`src/hdl/cst_pkg.sv`:
```
// Shared types, constants and helpers of the cubic segment trajectory sampler.
// Used by the channel interfaces, the controller, the datapath and the top level.
`timescale 1ns / 1ps

package cst_pkg;

  // Fixed field widths
  localparam int POS_W     = 32;
  localparam int STEP_W    = 16;
  localparam int N_W       = 6;
  localparam int STEP_LIMIT = 63;
  localparam logic [STEP_W-1:0] STEP_TIME_RESET = 16'd6554;

  // Internal widths: coefficients, accumulator, serial multiplier operand, divisor
  localparam int COEF_W = 58;
  localparam int ACC_W  = 88;
  localparam int MUL_W  = 25;
  localparam int DIV_W  = 50;
  localparam int DCNT_W = 7;

  // Cycles allowed for the coefficient and step-product registers to settle
  localparam int SETTLE_CYC = 4;
  localparam int WAIT_W     = 3;

  // Accumulated terms, in evaluation order
  typedef enum logic [3:0] {
    TERM_POS_P0,
    TERM_POS_C1,
    TERM_POS_C2,
    TERM_POS_C3,
    TERM_VEL_C1,
    TERM_VEL_C2,
    TERM_VEL_C3,
    TERM_ACC_C2,
    TERM_ACC_C3
  } term_t;

  // Result fields that go through the divider
  typedef enum logic [1:0] {
    FLD_POS,
    FLD_VEL,
    FLD_ACC
  } field_t;

  // Controller to datapath commands
  typedef struct packed {
    logic   seg_ready;
    logic   k_inc;
    logic   mac_start;
    logic   clear_acc;
    term_t  term;
    logic   div_start;
    logic   store;
    field_t field;
    logic   emit;
  } cmd_t;

  // Datapath to controller status
  typedef struct packed {
    logic seg_valid;
    logic mac_busy;
    logic div_busy;
    logic out_free;
    logic last_k;
  } stat_t;

  // First term of a field clears the accumulator
  function automatic logic term_first(input term_t t);
    logic r;
    case (t)
      TERM_POS_P0, TERM_VEL_C1, TERM_ACC_C2: r = 1'b1;
      default:                               r = 1'b0;
    endcase
    return r;
  endfunction

  // Last term of a field hands the sum to the divider
  function automatic logic term_last(input term_t t);
    logic r;
    case (t)
      TERM_POS_C3, TERM_VEL_C3, TERM_ACC_C3: r = 1'b1;
      default:                               r = 1'b0;
    endcase
    return r;
  endfunction

endpackage

```
`src/hdl/cst_ctrl.sv`:
```
// Sequencing controller: walks each sample through the terms, divisions and output.
// Depends on cst_pkg for command, status, term and field types.
`timescale 1ns / 1ps

module cst_ctrl (
  input  logic            clk,
  input  logic            rst,
  input  cst_pkg::stat_t  stat,
  output cst_pkg::cmd_t   cmd
);

  typedef enum logic [2:0] {
    S_IDLE,
    S_SETTLE,
    S_MAC_GO,
    S_MAC_WAIT,
    S_DIV_GO,
    S_DIV_WAIT,
    S_STORE,
    S_EMIT
  } state_t;

  state_t                        state;
  logic [cst_pkg::WAIT_W-1:0]    wait_cnt;
  cst_pkg::term_t                term;
  cst_pkg::field_t               field;

  // Hold state, settle count, current term and field
  always_ff @(posedge clk) begin
    if (rst) begin
      state    <= S_IDLE;
      wait_cnt <= '0;
      term     <= cst_pkg::TERM_POS_P0;
      field    <= cst_pkg::FLD_POS;
    end else begin
      case (state)
        S_IDLE: begin
          if (stat.seg_valid) begin
            state    <= S_SETTLE;
            wait_cnt <= cst_pkg::WAIT_W'(cst_pkg::SETTLE_CYC);
          end
        end
        S_SETTLE: begin
          if (wait_cnt == '0) begin
            state <= S_MAC_GO;
            term  <= cst_pkg::TERM_POS_P0;
            field <= cst_pkg::FLD_POS;
          end else begin
            wait_cnt <= wait_cnt - 1'b1;
          end
        end
        S_MAC_GO: begin
          state <= S_MAC_WAIT;
        end
        S_MAC_WAIT: begin
          if (!stat.mac_busy) begin
            if (cst_pkg::term_last(term)) begin
              state <= S_DIV_GO;
            end else begin
              term  <= cst_pkg::term_t'(term + 1'b1);
              state <= S_MAC_GO;
            end
          end
        end
        S_DIV_GO: begin
          state <= S_DIV_WAIT;
        end
        S_DIV_WAIT: begin
          if (!stat.div_busy) begin
            state <= S_STORE;
          end
        end
        S_STORE: begin
          case (field)
            cst_pkg::FLD_POS: begin
              field <= cst_pkg::FLD_VEL;
              term  <= cst_pkg::term_t'(term + 1'b1);
              state <= S_MAC_GO;
            end
            cst_pkg::FLD_VEL: begin
              field <= cst_pkg::FLD_ACC;
              term  <= cst_pkg::term_t'(term + 1'b1);
              state <= S_MAC_GO;
            end
            default: begin
              state <= S_EMIT;
            end
          endcase
        end
        S_EMIT: begin
          if (stat.out_free) begin
            if (stat.last_k) begin
              state <= S_IDLE;
            end else begin
              state    <= S_SETTLE;
              wait_cnt <= cst_pkg::WAIT_W'(cst_pkg::SETTLE_CYC);
            end
          end
        end
        default: begin
          state <= S_IDLE;
        end
      endcase
    end
  end

  // Decode commands from state
  always_comb begin
    cmd           = '0;
    cmd.term      = term;
    cmd.field     = field;
    cmd.seg_ready = (state == S_IDLE);
    cmd.mac_start = (state == S_MAC_GO);
    cmd.clear_acc = (state == S_MAC_GO) && cst_pkg::term_first(term);
    cmd.div_start = (state == S_DIV_GO);
    cmd.store     = (state == S_STORE);
    cmd.emit      = (state == S_EMIT) && stat.out_free;
    cmd.k_inc     = (state == S_EMIT) && stat.out_free && !stat.last_k;
  end

endmodule

```
`config.mk`:
```
export PLATFORM = sky130hd
export DESIGN_NAME = cst_ctrl
export DESIGN_NICKNAME = d
export VERILOG_FILES = /design/src/hdl/cst_pkg.sv /design/src/hdl/cst_ctrl.sv
export SDC_FILE = /design/constraint.sdc
export NUM_CORES = 1
export LEC_CHECK = 0
export ABC_AREA = 1
export BUFFER_PORTS_ARGS = -buffer_cell sky130_fd_sc_hd__buf_2
export CORE_UTILIZATION = 57
export DETAILED_ROUTE_END_ITERATION = 10
export PLACE_DENSITY = 0.82
export SLEW_MARGIN = 20
export SYNTH_ARGS = -nofsm -noshare
export SYNTH_HDL_FRONTEND = slang
export SYNTH_SLANG_ARGS = --single-unit
```
`constraint.sdc`:
```
create_clock -name clk -period 3.1 [get_ports clk]
set_input_delay 0.62 -clock clk [delete_from_list [all_inputs] [get_ports clk]]
set_output_delay 0.62 -clock clk [all_outputs]
set_load 0.005 [all_outputs]
```
Word level (Yosys, flattened, before mapping)
Index checks and enable logic that the tools add are counted.

Input bits: 7. Logic and storage cells: 74. Bits in registers: 12. Output and inout bits: 13.

Multiplexer cells: 27. Reductions and logical operators: 18. Equality and inequality tests: 23. Add/sub/neg operators: 2.

Operators with widths (count): two-way mux 3 bit (11); one-hot mux 3 bit (8 select lines) (1); inequality test 2 bit, second input constant (9); two-way mux 4 bit (4); AND reduction 5 bit (3); equality test 3 bit, second input constant (4); equality test 4 x 3 -> 1 bit, second input constant (3); one-hot mux 4 bit (3 select lines) (1); one-hot mux 3 bit (3 select lines) (1); one-hot mux 2 bit (2 select lines) (2); equality test 3 x 2 -> 1 bit, second input constant (2); zero test 3 bit (2); two-way mux 1 bit (6); nonzero test 3 bit (2); OR reduction 3 bit (2); adder 4 x 1 -> 4 bit, second input constant (1); equality test 4 x 2 -> 1 bit, second input constant (1); equality test 4 bit, second input constant (1); zero test 4 bit (1); equality test 3 x 1 -> 1 bit, second input constant (1); logical AND 1 bit (3); inequality test 3 x 1 -> 1 bit, second input constant (1); AND reduction 3 bit (1); subtractor 3 x 1 -> 3 bit, second input constant (1); other kinds (6) (6).

Longest topological paths before layout
Gate-level depths: netlist of run 1.

Word-level depth: 9. Depth in mapped cells: 11. Depth with buffers taken out: 11.

Least setup slack after synthesis of run 1
OpenSTA, ideal clock, no wires.

Path type: reg-to-output. From: register term[1]. To: output cmd[9] in the netlist's numbering. Slack: 1.564 ns. Stages on the path, launching flop included: 4. Buffers on the path: 0. Required time: 2.480 ns. Data arrival time: 0.916 ns. Cell sequence: dfxtp_1 > ha_1 > a21oi_1 > nor4_1.

RTL lines: from (decl) (RTL line cst_ctrl.sv:25) `cst_pkg::term_t term;`; from (signal assigned) (RTL line cst_ctrl.sv:33) `term <= cst_pkg::TERM_POS_P0;`; from (signal assigned) (RTL line cst_ctrl.sv:46) `term <= cst_pkg::TERM_POS_P0;`; from (signal assigned) (RTL line cst_ctrl.sv:60) `term <= cst_pkg::term_t'(term + 1'b1);`; to (decl) (RTL line cst_ctrl.sv:9) `output cst_pkg::cmd_t cmd`.

==> impl.org, run 1 <==
** Critical path
- The worst register-to-register path begins at state[2].
- CP startpoint kind :: flop
- The endpoint identified for the worst register-to-register timing path is term[3].
- Across all register-to-register paths, the minimum setup slack is 1.37 ns.
- Data on the critical path is required at its endpoint by 2.48 ns.
- The critical path is of the reg -> out type.
- Counting cells, the worst reg-to-reg path comes to 7.
- Max FO, Critical Path :: 11
- At the worst endpoint, the arrival time is 1.54 ns.
- The worst setup path is captured at an output port.

** Synthesis
- Yosys mapped a number of flops with a built-in enable equal to 0.
- Dividing the synthesized area by the synthesized cell count gives 6.81 um2.
- Gate Count Post-Synth :: 145
- Top cells by instance count after synthesis :: nand2_1, inv_1, nand3_1
- Of the synthesized area, sequential elements account for 24.3%.
- Unique cell type count in the Yosys netlist :: 26
- Synth area leader :: dfxtp_1
- Of the post-synthesis cell area, the dominant cell type holds 24.3%.
- Synthesized netlist net count :: 157
- Share of async-settable or async-resettable flops after synthesis :: 0%
- Post-synth top flop :: dfxtp_1
- Mapped Area :: 987 um2
- Yosys attributes the largest share of cell area to dfxtp_1, nand3_1, nand2_1.
- The synthesized design contains 12 register bits.
- For this run, the number of Yosys warnings is 0.
- Yosys instantiated no cell more often than nand2_1.

** Min path
- The worst hold path belongs to the class reg -> reg.
- Launch instance of the worst min-delay path :: wait_cnt[1]
- Endpoint with the worst hold slack :: wait_cnt[1]
- The worst hold path was traced through 2 stages.

** GRT
- The first global-routing pass estimated 3470 um of wire.
- GRT Total Usage :: 24.8%
- Global-route congestion overflow total :: 0
- Initial antenna violation count :: 0
- Largest net degree at the start of global routing :: 12
- The via count of the first global-routing pass came to 793.

** Place
- Routability-driven placement finished with a final weighted congestion of 0.842.
- # port buffers :: 19
- The wire-length estimate of the detail-placed layout is 1560 um.
- In this run the cell area measured after placement is 0.00107 mm2.

** Timing
- RSZ-0062 raised after global routing :: false
- Setup clock skew after layout :: 0.00461 ns
- Measured against its own limit, the worst slew margin works out to 65.0%.
- Setup TNS :: 0 ns
- The hold violation total from the final report is 0.
- Setup violations remaining at the end of the flow were counted as 0.
- For this run, the top clock speed supported by timing is 0.464 GHz.
- Max Slew Vio Count :: 0
- Final critical-path share of the clock period :: 69.5%
- Final period demand of the worst path :: 2.16 ns
- For the pin with the worst max-slew slack, the measured transition is 0.524 ns.

** Power
- Cell area power density :: 930 mW/mm2
- For this design the static power due to leakage is 0.578 nW.
- Across the VDD grid, the largest voltage drop is 0.560 mV.

** Floorplanning
- The floorplan has 14 rows.
- Floorplan die width :: 43.6 um
- The core region is 0.00156 mm2.
- Area of the die :: 0.00190 mm2
- The initial utilization of the core area, before any placement, comes to 63.3%.
- Measured along the y axis, the die boundary spans 43.6 um.
- Top-Level Pins :: 20

** Clock tree
- Num CTS Buffers :: 3
- Post-CTS timing repair inserted 0 buffers for setup.
- No sink is reached through more buffers than the 2 on the longest clock path.
- Clock-pin transition on the worst setup and hold timing paths :: 0.08 ns
- Root cell of the clock tree :: clkbuf_4
- CTS built an H-tree with a depth of 1.
- TritonCTS built the clock tree.
- TritonCTS sink count :: 12
- Hold buffers post-CTS :: 0
- The later pin in the worst-skew pair is clocked with a latency of 0.29 ns.
- Post-CTS repair changed the size of 0 cells.

** Route
- Iteration-0 DRC count of the detailed router :: 28
- Wires add up to 2120 um.
- Remaining DRCs :: 1
- Average vias per placed instance :: 5.24
- Total via count after detailed routing :: 948
- Detail-routed net length per standard cell :: 11.7 um
- The detail route stage leaves a number of antenna-violating nets equal to 0.
- Length of the first detailed-routing pass in iterations :: 7

** Status
- The flow ran to the end, but the final reports show violations.
- The checks that failed: design-rule violations.

** Job
- Across the run, the number of max-cap violations was 0.

** Finish
- Fill cells in the final layout number 130.
- Compared with the post-synthesis result, the final layout area differs by 12.3%.
- Layout cells sized above 1 :: 28.5%
- Cell area after layout :: 0.00111 mm2
- ANT cells :: 0
- Final nets :: 178
## state kept, by name, indices dropped and copies added (netlist names)
name,cells
state,3
field,2
wait_cnt,3
term,4
## worst max path at each step
stage                     cells after the start     start  slack, ns       to
after floorplan                               3   term[1]       1.56   cmd[9]
after global placement                        7  state[1]       1.30  cmd[11]
after detailed placement                      7  state[1]       1.25  cmd[11]
after CTS                                     7  state[1]       0.94  cmd[11]
after global routing                          7  state[1]       0.82  cmd[11]
final                                         7  state[1]       0.94  cmd[11]
## cells in the final DEF (no fill, tap or decap), drive strengths merged, types with 4 or more instances in the layout
cell,instances
ha,5
buf,19
nand2,32
nor2,24
clkbuf,4
dfxtp,12
inv,22
a21oi,12
nand3,23
## cells by family (layout without fill, tap and decap cells)
| kind of cell | after synthesis | count (layout) | synth area share [%] |
|---|---|---|---|
| fa+ha+maj | 5 | 5 | 6.34 |
| flops | 12 | 12 | 24.3 |
| simple gates | 86 | 86 | 48.9 |
| buf+inv | 26 | 46 | 11.8 |
| compound gates | 16 | 16 | 8.62 |
## final cells by class
cell class / count / area (um2) / share of cell area (%)
Multi-Input combinational cell: 107 / 631 / 56.9
Sequential cell: 12 / 240 / 21.7
Timing Repair Buffer: 19 / 95.1 / 8.58
Inverter: 23 / 86.3 / 7.79
Clock buffer: 4 / 36.3 / 3.27
Tap cell: 16 / 20.0 / 1.81
## worst max-delay path: stages, from the launching register on
cell and delay, ns:
dfxtp_1 0.61, nand2_1 0.12, inv_2 0.09, nand2_2 0.08
nor2_4 0.12, nand2_2 0.08, inv_1 0.05, buf_2 0.10
## stage by stage
step	power (mW)	instances	util, %	setup slack [ns]	hold WS (ns)
finish	1.03	181	71.1	0.945	0.493
global route	1.13	181	71.1	0.817	0.522
CTS	1.04	181	71.1	0.937	0.504
detailed placement	0.892	177	68.8	1.25	0.479
global placement	0.866	177	68.8	1.30	0.464
floorplan	0.774	145	-	1.56	0.452
## routing by layer
layer  part of all wire (%)  routed length, um  track usage (%)  vias up
met1                     48               1020             35.2      413
met4                    1.7                 36             9.38        0
met2                     45                964             38.8       25
li1                       -                  -                -      505
met5                      0                  0                0        -
met3                    4.5                 96             2.50        5
## report_power, final
part / switching, mW / total (mW) / internal, mW
clock network: 0.0609 / 0.133 / 0.0717
registers: 0.0883 / 0.304 / 0.216
logic: 0.358 / 0.595 / 0.237
total: 0.507 / 1.03 / 0.524
(Power assumes the default switching activity.)
==> inputs of run 2 (changes only) <==
--- a/config.mk
+++ b/config.mk
@@ -5,11 +5,11 @@
 export SDC_FILE = /design/constraint.sdc
 export NUM_CORES = 1
 export LEC_CHECK = 0
-export ABC_AREA = 1
+export ABC_AREA = 0
 export BUFFER_PORTS_ARGS = -buffer_cell sky130_fd_sc_hd__buf_2
-export CORE_UTILIZATION = 57
+export CORE_UTILIZATION = 51
 export DETAILED_ROUTE_END_ITERATION = 10
-export PLACE_DENSITY = 0.82
+export PLACE_DENSITY = 0.77
 export SLEW_MARGIN = 20
 export SYNTH_ARGS = -nofsm -noshare
 export SYNTH_HDL_FRONTEND = slang
==> constraint.sdc (replaced) <==
create_clock -name clk -period 2.13 [get_ports clk]
set_input_delay 0.426 -clock clk [delete_from_list [all_inputs] [get_ports clk]]
set_output_delay 0.426 -clock clk [all_outputs]
set_load 0.005 [all_outputs]
==> run 2 against run 1 <==
Effect of this change: the run now ends clean; synthesized cell count fell by 30%; power fell by 45%; clock skew fell by 0.0028 ns; die area fell by 7.7%; cell count fell by 24%; setup slack got worse by 0.85 ns; critical path depth did not move; critical endpoint is now term[3]; largest cell class unchanged; largest power group is now sequential cells.
==> impl.org, run 2 <==
** Finish
- ANT cells :: 0 (unchanged)
- Filler cell count :: 130 (unchanged)
- Max reg flops :: 4 (unchanged)
- Regs by FF count: term x4, state x3, wait_cnt x3 (unchanged).
- Commonest cells after routing, fill and taps aside :: buf_2, nor2_1, dfxtp_1 (was nand2_1, inv_1, nand3_1)
- The most frequent standard cell in the layout excluding fill and tap cells is buf_2 (was nand2_1).
- Area grow syn2layout :: 15.3% (was 12.3%)
- The total area of multi-input combinational cells was 502 um2 (was 631 um2).
- Layout cells sized above 1 :: 25.4% (was 28.5%)
- Register Area :: 240 um2 (unchanged)
- The total number of nets in the final design was 136 (was 178).
- Cell area after layout :: 936 um2 (was 0.00111 mm2)
- The final core utilization came to 62.9% (was 71.1%).
- Register name with the most flops :: term (unchanged)

** Timing
- Timing would allow up to 0.492 GHz.
- Final critical-path share of the clock period :: 95.4%
- Max Slew Vio Count :: 0 (unchanged)
- Setup TNS :: 0 ns (unchanged)
- The total setup violations reported at the end of the flow is 0 (unchanged).
- Final period demand of the worst path :: 2.03 ns
- The max-slew headroom at the worst pin came to 65.3% (was 65.0%).
- Setup clock skew after layout :: 0.00177 ns (was 0.00461 ns)
- Endpoints failing hold :: 0 (unchanged)
- RSZ-0062 raised after global routing :: false (unchanged)
- Setup ws final :: 0.0979 ns (was 0.945 ns)
- The transition time of the tightest slew-check pin came to 0.519 ns (was 0.524 ns).

** Synthesis
- Top cells by instance count after synthesis: nor2_1, dfxtp_1, inv_1, nand2_1 (was nand2_1, inv_1, nand3_1).
- YS warnings :: 0 (unchanged)
- Post-synth top flop :: dfxtp_1 (unchanged)
- Share of async-settable or async-resettable flops after synthesis :: 0% (unchanged)
- Register bit count reported by yosys :: 12 (unchanged)
- The number of cells produced by synthesis was 102 (was 145).
- The area share of the largest cell type after synthesis was 29.6% (was 24.3%).
- The dominant cell by count in the synthesized netlist was nor2_1 (was nand2_1).
- The number of distinct library cell variants in the gate-level netlist after synthesis is 37 (was 26).
- Number of enable flip-flop cells after synthesis :: 0 (unchanged)
- The synthesized netlist net count is 114 (was 157).
- Ranking of synthesized cells by area :: dfxtp_1, ha_1, nor2_1 (was dfxtp_1, nand3_1, nand2_1)
- Sequential element share of the synthesized area :: 29.6% (was 24.3%)
- Synth area leader :: dfxtp_1 (unchanged)
- The average cell area after synthesis came to 7.96 um2 (was 6.81 um2).
- Mapped Area :: 812 um2 (was 987 um2)

** Critical path
- Reg-to-reg endpoint :: term[3] (unchanged)
- Worst reg2reg setup slack :: 0.1 ns (was 1.37 ns)
- Data arrival time at the worst-slack endpoint :: 2.24 ns (was 1.54 ns)
- CP startpoint kind :: flop (unchanged)
- The length in cells of the worst reg-to-reg path came to 7 (unchanged).
- WS Path Type :: reg -> reg (was reg -> out)
- Data required time of the worst path :: 2.34 ns (was 2.48 ns)
- The maximum fanout along the worst path is 6 (was 11).
- Capturing element type of the critical path :: flop (was output port)
- Startpoint of the most critical register-to-register path :: term[0] (was state[2])

** Floorplanning
- The starting density of the core is 54.5% (was 63.3%).
- Core region area :: 0.00149 mm2 (was 0.00156 mm2)
- Number of standard-cell rows in the floorplan :: 14 (unchanged)
- The x dimension of the die was 41.9 um (was 43.6 um).
- Area of the die :: 0.00176 mm2 (was 0.00190 mm2)
- The count of pins on the block boundary came to 20 (unchanged).
- The vertical die dimension is 41.9 um (was 43.6 um).

** Clock tree
- The number of buffers on the longest clock path was 2 (unchanged).
- The number of hold buffers added after CTS came to 0 (unchanged).
- The clock latency on the worst-skew pair is 0.27 ns (was 0.29 ns).
- TritonCTS sink count :: 12 (unchanged)
- The number of gates given a new drive strength after cts was 0 (unchanged).
- Clock tree from TritonCTS :: built (unchanged)
- Root cell of the clock tree :: clkbuf_4 (unchanged)
- The clock edge transition at the registers on the reported setup and hold paths came to 0.08 ns (about the same).
- The number of buffers created by CTS came to 3 (unchanged).
- The number of post-CTS setup repair buffers is 0 (unchanged).
- The number of levels the H-tree was split into is 1 (unchanged).

** Route
- Detail-routed net length per standard cell :: 13.9 um (was 11.7 um)
- The final antenna-violating net count came to 0 (unchanged).
- The detailed-route wire length came to 1910 um (was 2120 um).
- Iteration-0 DRC count of the detailed router :: 42 (was 28)
- Remaining DRCs :: 0 (was 1)
- The via-per-instance ratio is 6.07 (was 5.24).
- Length of the first detailed-routing pass in iterations :: 4 (was 7)
- The count of vias placed by the detailed router came to 837 (was 948).

** Place
- The count of port buffers added during placement was 19 (unchanged).
- Gpl congestion :: 0.831 (was 0.842)
- Detailed-placement wirelength estimate :: 1420 um (was 1560 um)
- Area after detailed placement :: 913 um2 (was 0.00107 mm2)
- The worst setup slack before clock tree synthesis was 0.139 ns (was 1.25 ns).

** Power
- The fraction of power consumed by combinational cells came to 28.5% (was 57.6%).
- The power per standard cell area came to 601 mW/mm2 (was 930 mW/mm2).
- Part of the power in registers :: 46.0% (was 29.5%)
- Clk network pwr share :: 25.5% (was 12.9%)
- The net switching fraction of the power is 33.8% (was 49.2%).
- Total power draw :: 562 uW (was 1.03 mW)
- Static leakage power :: 0.401 nW (was 0.578 nW)
- Switch Pwr :: 190 uW (was 507 uW)
- The internal portion of total power was 372 uW (was 524 uW).
- The highest ir drop seen on vdd came to 0.280 mV (was 0.560 mV).

** GRT
- Busiest grt layer :: met2 (unchanged)
- Met2 layer usage reported by global route :: 39.7% (was 38.8%)
- The met3 usage came to 4.35% (was 2.50%).
- The global-route wire length before repair is 3140 um (was 3470 um).
- Initial antenna violation count :: 0 (unchanged)
- Vias in the first global route :: 738 (was 793)
- The combined global-route utilization of all metal layers came to 23.2% (was 24.8%).
- The total congestion overflow is 0 (unchanged).
- GR met1 Demand/Resource :: 28.9% (was 35.2%)
- Largest net degree at the start of global routing :: 16 (was 12)

** Min path
- Hold path cells :: 2 (unchanged)
- The worst hold path class is reg -> reg (unchanged).
- The end point of the most critical hold path was wait_cnt[2] (was wait_cnt[1]).
- The startpoint of the tightest hold check path was wait_cnt[2] (was wait_cnt[1]).

** Job
- The number of max-capacitance violations reported was 0 (unchanged).

** Status
- Outcome :: finished clean (was complete, but fails checks)
## run 2: cell types whose count changed after synthesis, sizes merged, moves of 3 or more
cell / change
nand3: -20
nand3b: +3
nand4: -3
nor2: -9
nor3: +3
a211oi: +3
inv: -15
a21oi: -7
nand2: -25
## run 2: final cells by class
| class | instances | area share [%] |
|---|---|---|
| multi-input combinational | 77 | 53.6 |
| sequential | 12 | 25.7 |
| timing repair buffer | 23 | 13.4 |
| inverter | 7 | 2.81 |
| clock buffer | 3 | 2.41 |
| tap | 16 | 2.14 |
## run 2: critical path, stage by stage, from the launching register on
cell and delay [ns]:
dfxtp_1 0.41, inv_1 0.09, ha_1 0.20, mux2i_1 0.19, o21ai_2 0.10, o31a_1 0.32
or4_1 0.51, a21oi_1 0.15
## run 2: power groups by stage
stage | clock (mW) | combinational (mW) | sequential [mW]
finish | 0.144 | 0.160 | 0.259
global route | 0.157 | 0.179 | 0.261
CTS | 0.145 | 0.160 | 0.258
detailed placement | 0 | 0.159 | 0.264
global placement | 0 | 0.153 | 0.263
floorplan | 0 | 0.126 | 0.251
## run 2: per-layer routing
layer  share of wire, %  vias up  wire length, um
li1                   -      415                -
met1                 46      393              877
met2                 48       27              916
met3                5.3        2              102
met4               0.89        0               17
met5                  0        -                0
## run 2: worst max path at each step
stage,from,end,cells past startpoint,slack (ns)
after CTS,term[0],term[3],7,0.11
after floorplan,term[0],term[3],7,0.26
after global routing,term[0],term[3],7,0.02
final,term[0],term[3],7,0.1
after global placement,term[0],term[3],7,0.24
after detailed placement,term[0],term[3],7,0.14
## run 2: cell families after synthesis
group,synth area share (%)
muxes,2.47
adders and majority gates,7.70
DFF,29.6
and+or+nand+nor,30.0
xor gates and xnor gates,1.08
buffers and inverters,8.63
AOI/OAI and AO/OA,20.5
## run 2: metrics by stage
step / hold slack (ns) / instances
global placement: 0.457 / 135
floorplan: 0.443 / 102
global route: 0.497 / 138
finish: 0.476 / 138
detailed placement: 0.467 / 135
CTS: 0.479 / 138
